<file path="config.mk">
export PLATFORM = sky130hd
export DESIGN_NAME = sql_script_statement_splitter_unit
export DESIGN_NICKNAME = d
export VERILOG_FILES = /design/src/rtl/sqlss_pkg.sv /design/src/rtl/sql_script_statement_splitter_unit.sv /design/src/rtl/sqlss_step.sv
export SDC_FILE = /design/constraint.sdc
export NUM_CORES = 1
export LEC_CHECK = 0
export ABC_AREA = 1
export BUFFER_PORTS_ARGS = -buffer_cell sky130_fd_sc_hd__buf_2
export CAP_MARGIN = 5
export CORE_MARGIN = 5
export CORE_UTILIZATION = 55
export CTS_CLUSTER_SIZE = 8
export DETAILED_ROUTE_END_ITERATION = 7
export GPL_ROUTABILITY_DRIVEN = 0
export PLACE_DENSITY_LB_ADDON = 0.08
export SYNTH_ARGS = -nofsm -noshare
export SYNTH_HDL_FRONTEND = slang
export SYNTH_SLANG_ARGS = --single-unit
</file>
<file path="constraint.sdc">
create_clock -name clk -period 6.2 [get_ports clk]
set_input_delay 0.62 -clock clk [delete_from_list [all_inputs] [get_ports clk]]
set_output_delay 0.62 -clock clk [all_outputs]
set_load 0.01 [all_outputs]
</file>
<file path="src/rtl/sqlss_pkg.sv">
`timescale 1ns / 1ps

package sqlss_pkg;

  localparam int LINE_BITS_DEF = 16;
  localparam int LEN_W         = 16;
  localparam int CHAR_W        = 8;
  localparam int NUM_W         = 16;
  localparam int MAX_RES       = 3;

  localparam logic [LEN_W-1:0] LEN_TOP = '1;

  localparam logic [CHAR_W-1:0] CH_DASH  = 8'h2D;
  localparam logic [CHAR_W-1:0] CH_SLASH = 8'h2F;
  localparam logic [CHAR_W-1:0] CH_STAR  = 8'h2A;
  localparam logic [CHAR_W-1:0] CH_SEMI  = 8'h3B;
  localparam logic [CHAR_W-1:0] CH_SQUOT = 8'h27;
  localparam logic [CHAR_W-1:0] CH_DQUOT = 8'h22;
  localparam logic [CHAR_W-1:0] CH_SPACE = 8'h20;
  localparam logic [CHAR_W-1:0] CH_NL    = 8'h0A;

  localparam logic KIND_CHAR = 1'b0;
  localparam logic KIND_END  = 1'b1;

  // Scanner state carried from one item to the next
  typedef struct packed {
    logic              sq;
    logic              dq;
    logic              bc;
    logic              skip;
    logic [CHAR_W-1:0] prev;
    logic              prev_app;
    logic [CHAR_W-1:0] held;
    logic              held_v;
    logic [LEN_W-1:0]  len;
  } scan_st_t;

  typedef struct packed {
    logic              kind;
    logic [CHAR_W-1:0] ch;
    logic [NUM_W-1:0]  line;
    logic              last;
  } res_t;

  typedef struct packed {
    res_t [MAX_RES-1:0] res;
    logic [1:0]         n;
  } burst_t;

endpackage

</file>
<file path="src/rtl/sql_script_statement_splitter_unit.sv">
`timescale 1ns / 1ps

// SQL script statement splitter. Items (a script byte or a line-end event) enter
// an input register; one pass of flag logic then strips comments, collapses
// spaces, tracks quoted literals and loads the zero to three results of the item
// into a three-entry result buffer, which drains one result per cycle while
// out_ready is high. A new item is taken every cycle while items cause at most
// one result and out_ready is high; after an item with more results, the next
// item waits until the buffer drains its last entry. Each result passes through
// the input register and the result buffer. A semicolon outside literals and
// comments gives a statement-end result with the low 16 bits of its line number.
module sql_script_statement_splitter_unit #(
  parameter int LINE_BITS = sqlss_pkg::LINE_BITS_DEF
) (
  input  logic                          clk,
  input  logic                          rst_n,
  input  logic                          in_valid,
  output logic                          in_ready,
  input  logic                          in_is_line_end,
  input  logic [sqlss_pkg::CHAR_W-1:0]  in_text_char,
  output logic                          out_valid,
  input  logic                          out_ready,
  output logic                          out_kind,
  output logic [sqlss_pkg::CHAR_W-1:0]  out_char,
  output logic [sqlss_pkg::NUM_W-1:0]   out_line_number,
  output logic                          out_last
);

  logic                                     item_vld_r;
  logic                                     item_le_r;
  logic [sqlss_pkg::CHAR_W-1:0]             item_ch_r;
  sqlss_pkg::scan_st_t                      st_r;
  sqlss_pkg::scan_st_t                      st_nxt;
  logic [LINE_BITS-1:0]                     line_r;
  logic [LINE_BITS-1:0]                     line_nxt;
  sqlss_pkg::burst_t                        burst;
  sqlss_pkg::res_t [sqlss_pkg::MAX_RES-1:0] res_r;
  logic [1:0]                               cnt_r;
  logic                                     pop;
  logic                                     take;

  assign pop      = out_valid & out_ready;
  // hand the item to the result buffer once it is empty or draining its last entry
  assign take     = item_vld_r & ((cnt_r == 2'd0) | ((cnt_r == 2'd1) & out_ready));
  assign in_ready = ~item_vld_r | take;

  sqlss_step #(
    .LINE_BITS (LINE_BITS)
  ) u_step (
    .is_line_end (item_le_r),
    .text_char   (item_ch_r),
    .st_i        (st_r),
    .line_i      (line_r),
    .st_o        (st_nxt),
    .line_o      (line_nxt),
    .burst_o     (burst)
  );

  always_ff @(posedge clk) begin
    if (!rst_n) begin
      item_vld_r <= 1'b0;
    end else if (in_ready) begin
      item_vld_r <= in_valid;
    end
  end

  always_ff @(posedge clk) begin
    if (in_valid && in_ready) begin
      item_le_r <= in_is_line_end;
      item_ch_r <= in_text_char;
    end
  end

  always_ff @(posedge clk) begin
    if (!rst_n) begin
      st_r   <= '0;
      line_r <= LINE_BITS'(1);
    end else if (take) begin
      st_r   <= st_nxt;
      line_r <= line_nxt;
    end
  end

  always_ff @(posedge clk) begin
    if (!rst_n) begin
      cnt_r <= 2'd0;
    end else if (take) begin
      cnt_r <= burst.n;
    end else if (pop) begin
      cnt_r <= cnt_r - 2'd1;
    end
  end

  always_ff @(posedge clk) begin
    if (take) begin
      res_r <= burst.res;
    end else if (pop) begin
      // advance the queue by one entry
      res_r[0] <= res_r[1];
      res_r[1] <= res_r[2];
    end
  end

  assign out_valid       = (cnt_r != 2'd0);
  assign out_kind        = res_r[0].kind;
  assign out_char        = res_r[0].ch;
  assign out_line_number = res_r[0].line;
  assign out_last        = res_r[0].last;

  a_no_overwrite: assert property (@(posedge clk) disable iff (!rst_n)
    (take && cnt_r != 2'd0) |-> (cnt_r == 2'd1 && out_ready))
    else $error("result buffer overwritten while results pending");

  a_tail_is_last: assert property (@(posedge clk) disable iff (!rst_n)
    (cnt_r == 2'd1) |-> res_r[0].last)
    else $error("final buffered result not marked last");

  a_held_counted: assert property (@(posedge clk) disable iff (!rst_n)
    st_r.held_v |-> (st_r.len != '0))
    else $error("held character not counted in statement length");

  a_end_clean: assert property (@(posedge clk) disable iff (!rst_n)
    (out_valid && out_kind == sqlss_pkg::KIND_END) |-> (out_char == '0))
    else $error("statement end carries a character");

endmodule

</file>
<file path="src/rtl/sqlss_step.sv">
`timescale 1ns / 1ps

module sqlss_step #(
  parameter int LINE_BITS = sqlss_pkg::LINE_BITS_DEF
) (
  input  logic                          is_line_end,
  input  logic [sqlss_pkg::CHAR_W-1:0]  text_char,
  input  sqlss_pkg::scan_st_t           st_i,
  input  logic [LINE_BITS-1:0]          line_i,
  output sqlss_pkg::scan_st_t           st_o,
  output logic [LINE_BITS-1:0]          line_o,
  output sqlss_pkg::burst_t             burst_o
);

  logic                 in_lit;
  logic                 app;
  logic                 drp;
  logic                 eos;
  logic                 emit_held;
  logic                 nl;
  sqlss_pkg::res_t      rec_h;
  sqlss_pkg::res_t      rec_e;
  sqlss_pkg::res_t      rec_nl;
  sqlss_pkg::res_t      rec_sp;
  sqlss_pkg::res_t      rec_z;

  assign in_lit = st_i.sq | st_i.dq;

  always_comb begin
    st_o      = st_i;
    line_o    = line_i;
    app       = 1'b0;
    drp       = 1'b0;
    eos       = 1'b0;
    emit_held = 1'b0;
    nl        = 1'b0;
    if (is_line_end) begin
      emit_held   = st_i.held_v;
      nl          = (st_i.len != '0);
      st_o.held_v = 1'b0;
      if (nl) begin
        st_o.len = (st_i.len > sqlss_pkg::LEN_TOP - sqlss_pkg::LEN_W'(2)) ?
                   sqlss_pkg::LEN_TOP : st_i.len + sqlss_pkg::LEN_W'(2);
      end
      if (line_i != '1) begin
        line_o = line_i + LINE_BITS'(1);
      end
      st_o.prev     = '0;
      st_o.prev_app = 1'b0;
      st_o.skip     = 1'b0;
    end else if (!st_i.skip) begin
      unique case (text_char)
        sqlss_pkg::CH_DASH: begin
          if (!in_lit && !st_i.bc && st_i.prev == sqlss_pkg::CH_DASH) begin
            drp       = 1'b1;
            st_o.skip = 1'b1;
          end else if (!st_i.bc) begin
            app = 1'b1;
          end
        end
        sqlss_pkg::CH_SLASH: begin
          if (!in_lit && st_i.bc && st_i.prev == sqlss_pkg::CH_STAR) begin
            st_o.bc = 1'b0;
          end else if (!st_i.bc) begin
            app = 1'b1;
          end
        end
        sqlss_pkg::CH_STAR: begin
          // open a comment only after a slash that joined the statement
          if (!in_lit && st_i.prev == sqlss_pkg::CH_SLASH && st_i.prev_app) begin
            drp     = 1'b1;
            st_o.bc = 1'b1;
          end else if (!st_i.bc) begin
            app = 1'b1;
          end
        end
        sqlss_pkg::CH_SQUOT: begin
          if (!st_i.bc && !st_i.dq) begin
            st_o.sq = ~st_i.sq;
            app     = 1'b1;
          end else if (st_i.dq) begin
            app = 1'b1;
          end
        end
        sqlss_pkg::CH_DQUOT: begin
          if (!st_i.bc && !st_i.sq) begin
            st_o.dq = ~st_i.dq;
            app     = 1'b1;
          end else if (st_i.sq) begin
            app = 1'b1;
          end
        end
        sqlss_pkg::CH_SEMI: begin
          if (in_lit) begin
            app = 1'b1;
          end else if (!st_i.bc) begin
            eos = 1'b1;
          end
        end
        default: begin
          if (!st_i.bc) begin
            if (in_lit) begin
              app = 1'b1;
            end else if (!(text_char == sqlss_pkg::CH_SPACE &&
                           (st_i.prev == sqlss_pkg::CH_SPACE || st_i.len == '0))) begin
              app = 1'b1;
            end
          end
        end
      endcase

      if (app) begin
        emit_held   = st_i.held_v;
        st_o.held   = text_char;
        st_o.held_v = 1'b1;
        if (st_i.len != sqlss_pkg::LEN_TOP) begin
          st_o.len = st_i.len + sqlss_pkg::LEN_W'(1);
        end
      end
      if (drp) begin
        st_o.held_v = 1'b0;
        if (st_i.len != '0) begin
          st_o.len = st_i.len - sqlss_pkg::LEN_W'(1);
        end
      end
      if (eos) begin
        emit_held   = st_i.held_v;
        st_o.held_v = 1'b0;
        st_o.len    = '0;
        st_o.sq     = 1'b0;
        st_o.dq     = 1'b0;
        st_o.bc     = 1'b0;
      end
      st_o.prev     = text_char;
      st_o.prev_app = app;
    end
  end

  always_comb begin
    rec_h  = '{kind: sqlss_pkg::KIND_CHAR, ch: st_i.held, line: '0, last: 1'b0};
    rec_e  = '{kind: sqlss_pkg::KIND_END, ch: '0,
               line: sqlss_pkg::NUM_W'(line_i), last: 1'b0};
    rec_nl = '{kind: sqlss_pkg::KIND_CHAR, ch: sqlss_pkg::CH_NL, line: '0, last: 1'b0};
    rec_sp = '{kind: sqlss_pkg::KIND_CHAR, ch: sqlss_pkg::CH_SPACE, line: '0, last: 1'b0};
    rec_z  = '0;
    burst_o.res = {rec_z, rec_z, rec_z};
    burst_o.n   = 2'd0;
    if (is_line_end) begin
      unique case ({emit_held, nl})
        2'b11: begin
          burst_o.res = {rec_sp, rec_nl, rec_h};
          burst_o.n   = 2'd3;
        end
        2'b01: begin
          burst_o.res = {rec_z, rec_sp, rec_nl};
          burst_o.n   = 2'd2;
        end
        2'b10: begin
          burst_o.res = {rec_z, rec_z, rec_h};
          burst_o.n   = 2'd1;
        end
        default: begin
          burst_o.n = 2'd0;
        end
      endcase
    end else begin
      unique case ({emit_held, eos})
        2'b11: begin
          burst_o.res = {rec_z, rec_e, rec_h};
          burst_o.n   = 2'd2;
        end
        2'b10: begin
          burst_o.res = {rec_z, rec_z, rec_h};
          burst_o.n   = 2'd1;
        end
        2'b01: begin
          burst_o.res = {rec_z, rec_z, rec_e};
          burst_o.n   = 2'd1;
        end
        default: begin
          burst_o.n = 2'd0;
        end
      endcase
    end
    // mark the final result of this item
    for (int i = 0; i < sqlss_pkg::MAX_RES; i++) begin
      if (2'(i) + 2'd1 == burst_o.n) begin
        burst_o.res[i].last = 1'b1;
      end
    end
  end

endmodule

</file>
==> results.md <==
Global route:
- Entering global routing, the biggest net connects 51 pins.
- The number of antenna violations at the first check in global routing is 0.
- The via count of the first global-routing pass is 5644.
- The global router's overall resource usage is 23.8%.
- The first global-routing pass estimated 28.2 mm of wire.
- The total global routing overflow is 0.

Detailed routing:
- The detailed-route wire length is 17.1 mm.
- The first-pass detailed-route iteration total is 6.
- The count of vias placed by the detailed router is 6101.
- The remaining antenna violation count after routing is 0.
- The remaining routing DRC violations is 0.
- In the final routed layout, each cell accounts on average for 14.9 um.
- Using the TritonRoute via totals, the vias-per-cell ratio works out to 5.33.
- The number of DRC violations after detailed-routing iteration 0 is 514.

Clocking:
- Clock tree synthesis selected as its root buffer the cell sky130_fd_sc_hd__clkbuf_16.
- CTS built an H-tree with a depth of 4.
- Counting every sink on the clock net gives 114.
- The clock insertion delay at the later pin of the skew report is 0.42 ns.
- The deepest clock path buffer count is 2.
- The CTS clock-pin slew for the worst setup and hold paths is 0.06 ns.
- The number of resized instances in the post-cts repair step is 0.
- The number of buffers created by CTS is 17.
- Buffers inserted to repair hold after CTS numbered 0.
- In this run the post-CTS setup repair buffer count came out at 0.
- The CTS tree is done.

Worst setup path:
- The type of destination of the critical path is a flip-flop.
- The endpoint required time on the critical path is 6.37 ns.
- The critical path launch point type is a flip-flop.
- The critical path ends at res_r[26].
- The timing startpoint of the critical path is st_r[0].
- The data arrival time of the critical path is 3.58 ns.
- Setup slack on the worst reg-to-reg path comes out at 2.79 ns.
- Counting cells, the worst reg-to-reg path comes to 20.
- The startpoint of the most critical register-to-register path is st_r[0].
- In this run the worst path has a maximum fanout of 26.
- In this run the critical register-to-register path is captured at res_r[26].
- The critical path start-end classification is flip-flop to flip-flop.

Layout:
- The fraction of the core area covered by cells at the end of the flow is 61.2%.
- The layout-stage area growth over the synthesis result is 9.15%.
- The library cell used most frequently in the layout, excluding fill and tap cells, is sky130_fd_sc_hd__nand2_1.
- For this run, the post-layout net count is 986.
- In the final layout, the share of cells above drive strength 1 is 11.5%.
- In the layout the commonest cells are 230 x sky130_fd_sc_hd__nand2_1, 104 x sky130_fd_sc_hd__inv_1, 90 x sky130_fd_sc_hd__nor2_1, 73 x sky130_fd_sc_hd__a21oi_1, 65 x sky130_fd_sc_hd__o21ai_0.
- The diode insertion count for antenna repair is 0.

Synthesis:
- The sequential cell area fraction in the yosys report is 40.3%.
- The gate count after technology mapping is 957.
- The mapped netlist covers 7070 um2.
- The number of distinct library cells after synthesis is 47.
- The share of Yosys cell area claimed by the top area cell type is 24.2%.
- Counting flops with a built-in enable in the synthesized netlist gives 57.
- The synthesis warning total is 0.
- The most used flip-flop cell after synthesis is sky130_fd_sc_hd__edfxtp_1.
- In the synthesized netlist the async set-or-reset flop fraction comes to 0%.
- The mean instance size in the synthesized netlist is 7.39 um2.
- The library cell occupying the most area in the post-synthesis netlist is sky130_fd_sc_hd__edfxtp_1.
- Counting every net in the synthesized netlist gives 984.
- After synthesis the netlist holds a flip-flop and latch count of 114.
- Sorting the synthesized cells by area gives the leading types as sky130_fd_sc_hd__edfxtp_1 24%, sky130_fd_sc_hd__dfxtp_1 16%, sky130_fd_sc_hd__nand2_1 12%.

STA:
- The number of failing hold endpoints at the final stage is 0.
- The minimum clock period after layout is 3.41 ns.
- The count of final max-slew check failures was 0.
- Of the available clock period, the critical path in the final layout requires 55.0%.
- The worst pin sits at a relative slew slack of 26.3%.
- The worst clock skew is 0.00747 ns.
- Derived from the worst setup path, the maximum achievable clock frequency is 293 MHz.
- Setup repair after global routing left no endpoint under its margin.
- The final sum of negative setup slack is 0 ns.
- The smallest hold slack is 0.370 ns.
- The actual slew at the worst max-slew pin is 1.10 ns.
- Setup violations remaining at the end of the flow were counted as 0.

Power and ir drop:
- The combinational group share of total power is 31.0%.
- The analysis attributes to net switching a power of 1.14 mW.
- Per report_power, the sequential group accounts for 37.1% of the total.
- Of the total power, the share spent switching nets is 35.8%.
- Internal power comes to 2.04 mW.
- The leakage power figure is 3.12 nW.
- The maximum resistive drop on vdd is 0.436 mV.
- The clock network is responsible for 31.9% of the overall power.
- The total power draw is 3.18 mW.
- The power density over cell area is 412 nW/um2.

Floorplan:
- 41 I/O pins were placed.
- After floorplanning, the core was divided into 41 placement rows.
- The horizontal die dimension is 123 um.
- In this run the standard cell core region covers 12600 um2.
- The die area is 15200 um2.
- Once the floorplan was initialized, standard cells occupied 56.0% of the core.
- The die span in y is 123 um.

Worst hold path:
- The kind of path behind the tightest hold check is primary input to flip-flop.

Status:
- The run finished with clean final reports.

Place:
- The number of buffers inserted by port buffering is 40.
- Detailed placement finished with a half-perimeter wire length of 11.8 mm.

Job:
- The max-capacitance violation count is 0.
-- synth_stat cells (all sizes together) (2+ instances only) --
cell type	instances
nand2	239
inv	114
nor2	100
a21oi	76
o21ai	76
nand3	59
dfxtp	57
edfxtp	57
buf	43
nor3	39
xor2	29
clkbuf	15
ha	14
nand4	13
a31oi	6
nor4	6
clkinv	2
o211ai	2
xnor2	2
-- cell type report --
cell class,count,area [um2]
clock inverter,10,160
fill,1186,4900
clock buffer,22,444
sequential,114,2850
timing repair buffer,41,208
multi-input combinational,669,3400
inverter,116,437
tap,172,215
-- worst min path at each step --
stage / slack, ns / depth (start not counted) / from / to
2_1_floorplan: 0.43 / 2 / st_r[24] / st_r[24]
3_3_place_gp: 0.45 / 2 / st_r[30] / st_r[30]
3_5_place_dp: 0.46 / 2 / st_r[17] / st_r[17]
4_1_cts: 0.36 / 1 / in_text_char[2] / item_ch_r[2]
5_1_grt: 0.36 / 1 / in_text_char[1] / item_ch_r[1]
6_report: 0.37 / 1 / in_is_line_end / item_le_r
-- cells by family after synthesis --
logic type	Yosys count	share of synthesized area (%)
flip-flops	114	40.3
AND/OR/NAND/NOR	460	29.4
buffers and inverters	174	11.6
XOR/XNOR	31	3.84
adder cells (fa/ha/maj)	14	2.48
AO/OA/AOI/OAI	164	12.4
-- layer usage --
| metal | up-vias | GRT usage [%] | part of all wire (%) |
|---|---|---|---|
| met3 | 27 | 4.89 | 5.8 |
| met2 | 176 | 38.9 | 48 |
| met4 | 0 | 8.17 | 1.6 |
| met5 | - | 0 | 0 |
| li1 | 3118 | - | - |
| met1 | 2780 | 31.4 | 45 |
-- critical path, stage by stage (launching register included) --
cell and delay [ns]:
sky130_fd_sc_hd__dfxtp_1 0.39, sky130_fd_sc_hd__inv_1 0.19, sky130_fd_sc_hd__ha_1 0.28, sky130_fd_sc_hd__nand3_4 0.12
sky130_fd_sc_hd__nor2_2 0.16, sky130_fd_sc_hd__nand2_1 0.15, sky130_fd_sc_hd__nand2_1 0.12, sky130_fd_sc_hd__nand2_1 0.05
sky130_fd_sc_hd__nand2_1 0.16, sky130_fd_sc_hd__nand2_8 0.10, sky130_fd_sc_hd__nand2_8 0.21, sky130_fd_sc_hd__a21oi_2 0.10
sky130_fd_sc_hd__nand2_1 0.12, sky130_fd_sc_hd__inv_1 0.09, sky130_fd_sc_hd__ha_1 0.18, sky130_fd_sc_hd__inv_1 0.06
sky130_fd_sc_hd__nor2_1 0.04, sky130_fd_sc_hd__a21oi_1 0.30, sky130_fd_sc_hd__nor2_1 0.11, sky130_fd_sc_hd__a21oi_1 0.15
sky130_fd_sc_hd__a21oi_1 0.06
-- power by group through the flow --
| stage | sequential [mW] | combinational (mW) | clock [mW] |
|---|---|---|---|
| after floorplan | 1.12 | 0.880 | 0 |
| after global placement | 1.19 | 0.970 | 0 |
| after detailed placement | 1.19 | 0.976 | 0 |
| after CTS | 1.18 | 0.985 | 1.02 |
| after global routing | 1.20 | 1.11 | 1.07 |
| final | 1.18 | 0.984 | 1.01 |
-- through the flow --
| stage | setup slack (ns) | cell area (um2) | std cells |
|---|---|---|---|
| CTS | 2.79 | 7720 | 1144 |
| detailed placement | 2.83 | 7120 | 1112 |
| floorplan | 3.48 | 7070 | 957 |
| finish | 2.79 | 7720 | 1144 |
| global placement | 2.98 | 7120 | 1112 |
| global route | 2.44 | 7720 | 1144 |
-- registers in the layout, indices dropped and copies added (netlist names) --
name,flops
line_r,16
out_kind,1
st_r,38
item_le_r,1
cnt_r,2
out_line_number,16
out_last,1
item_vld_r,1
out_char,8
item_ch_r,8
res_r,22
Note: power is estimated with default switching activity, not from simulation.
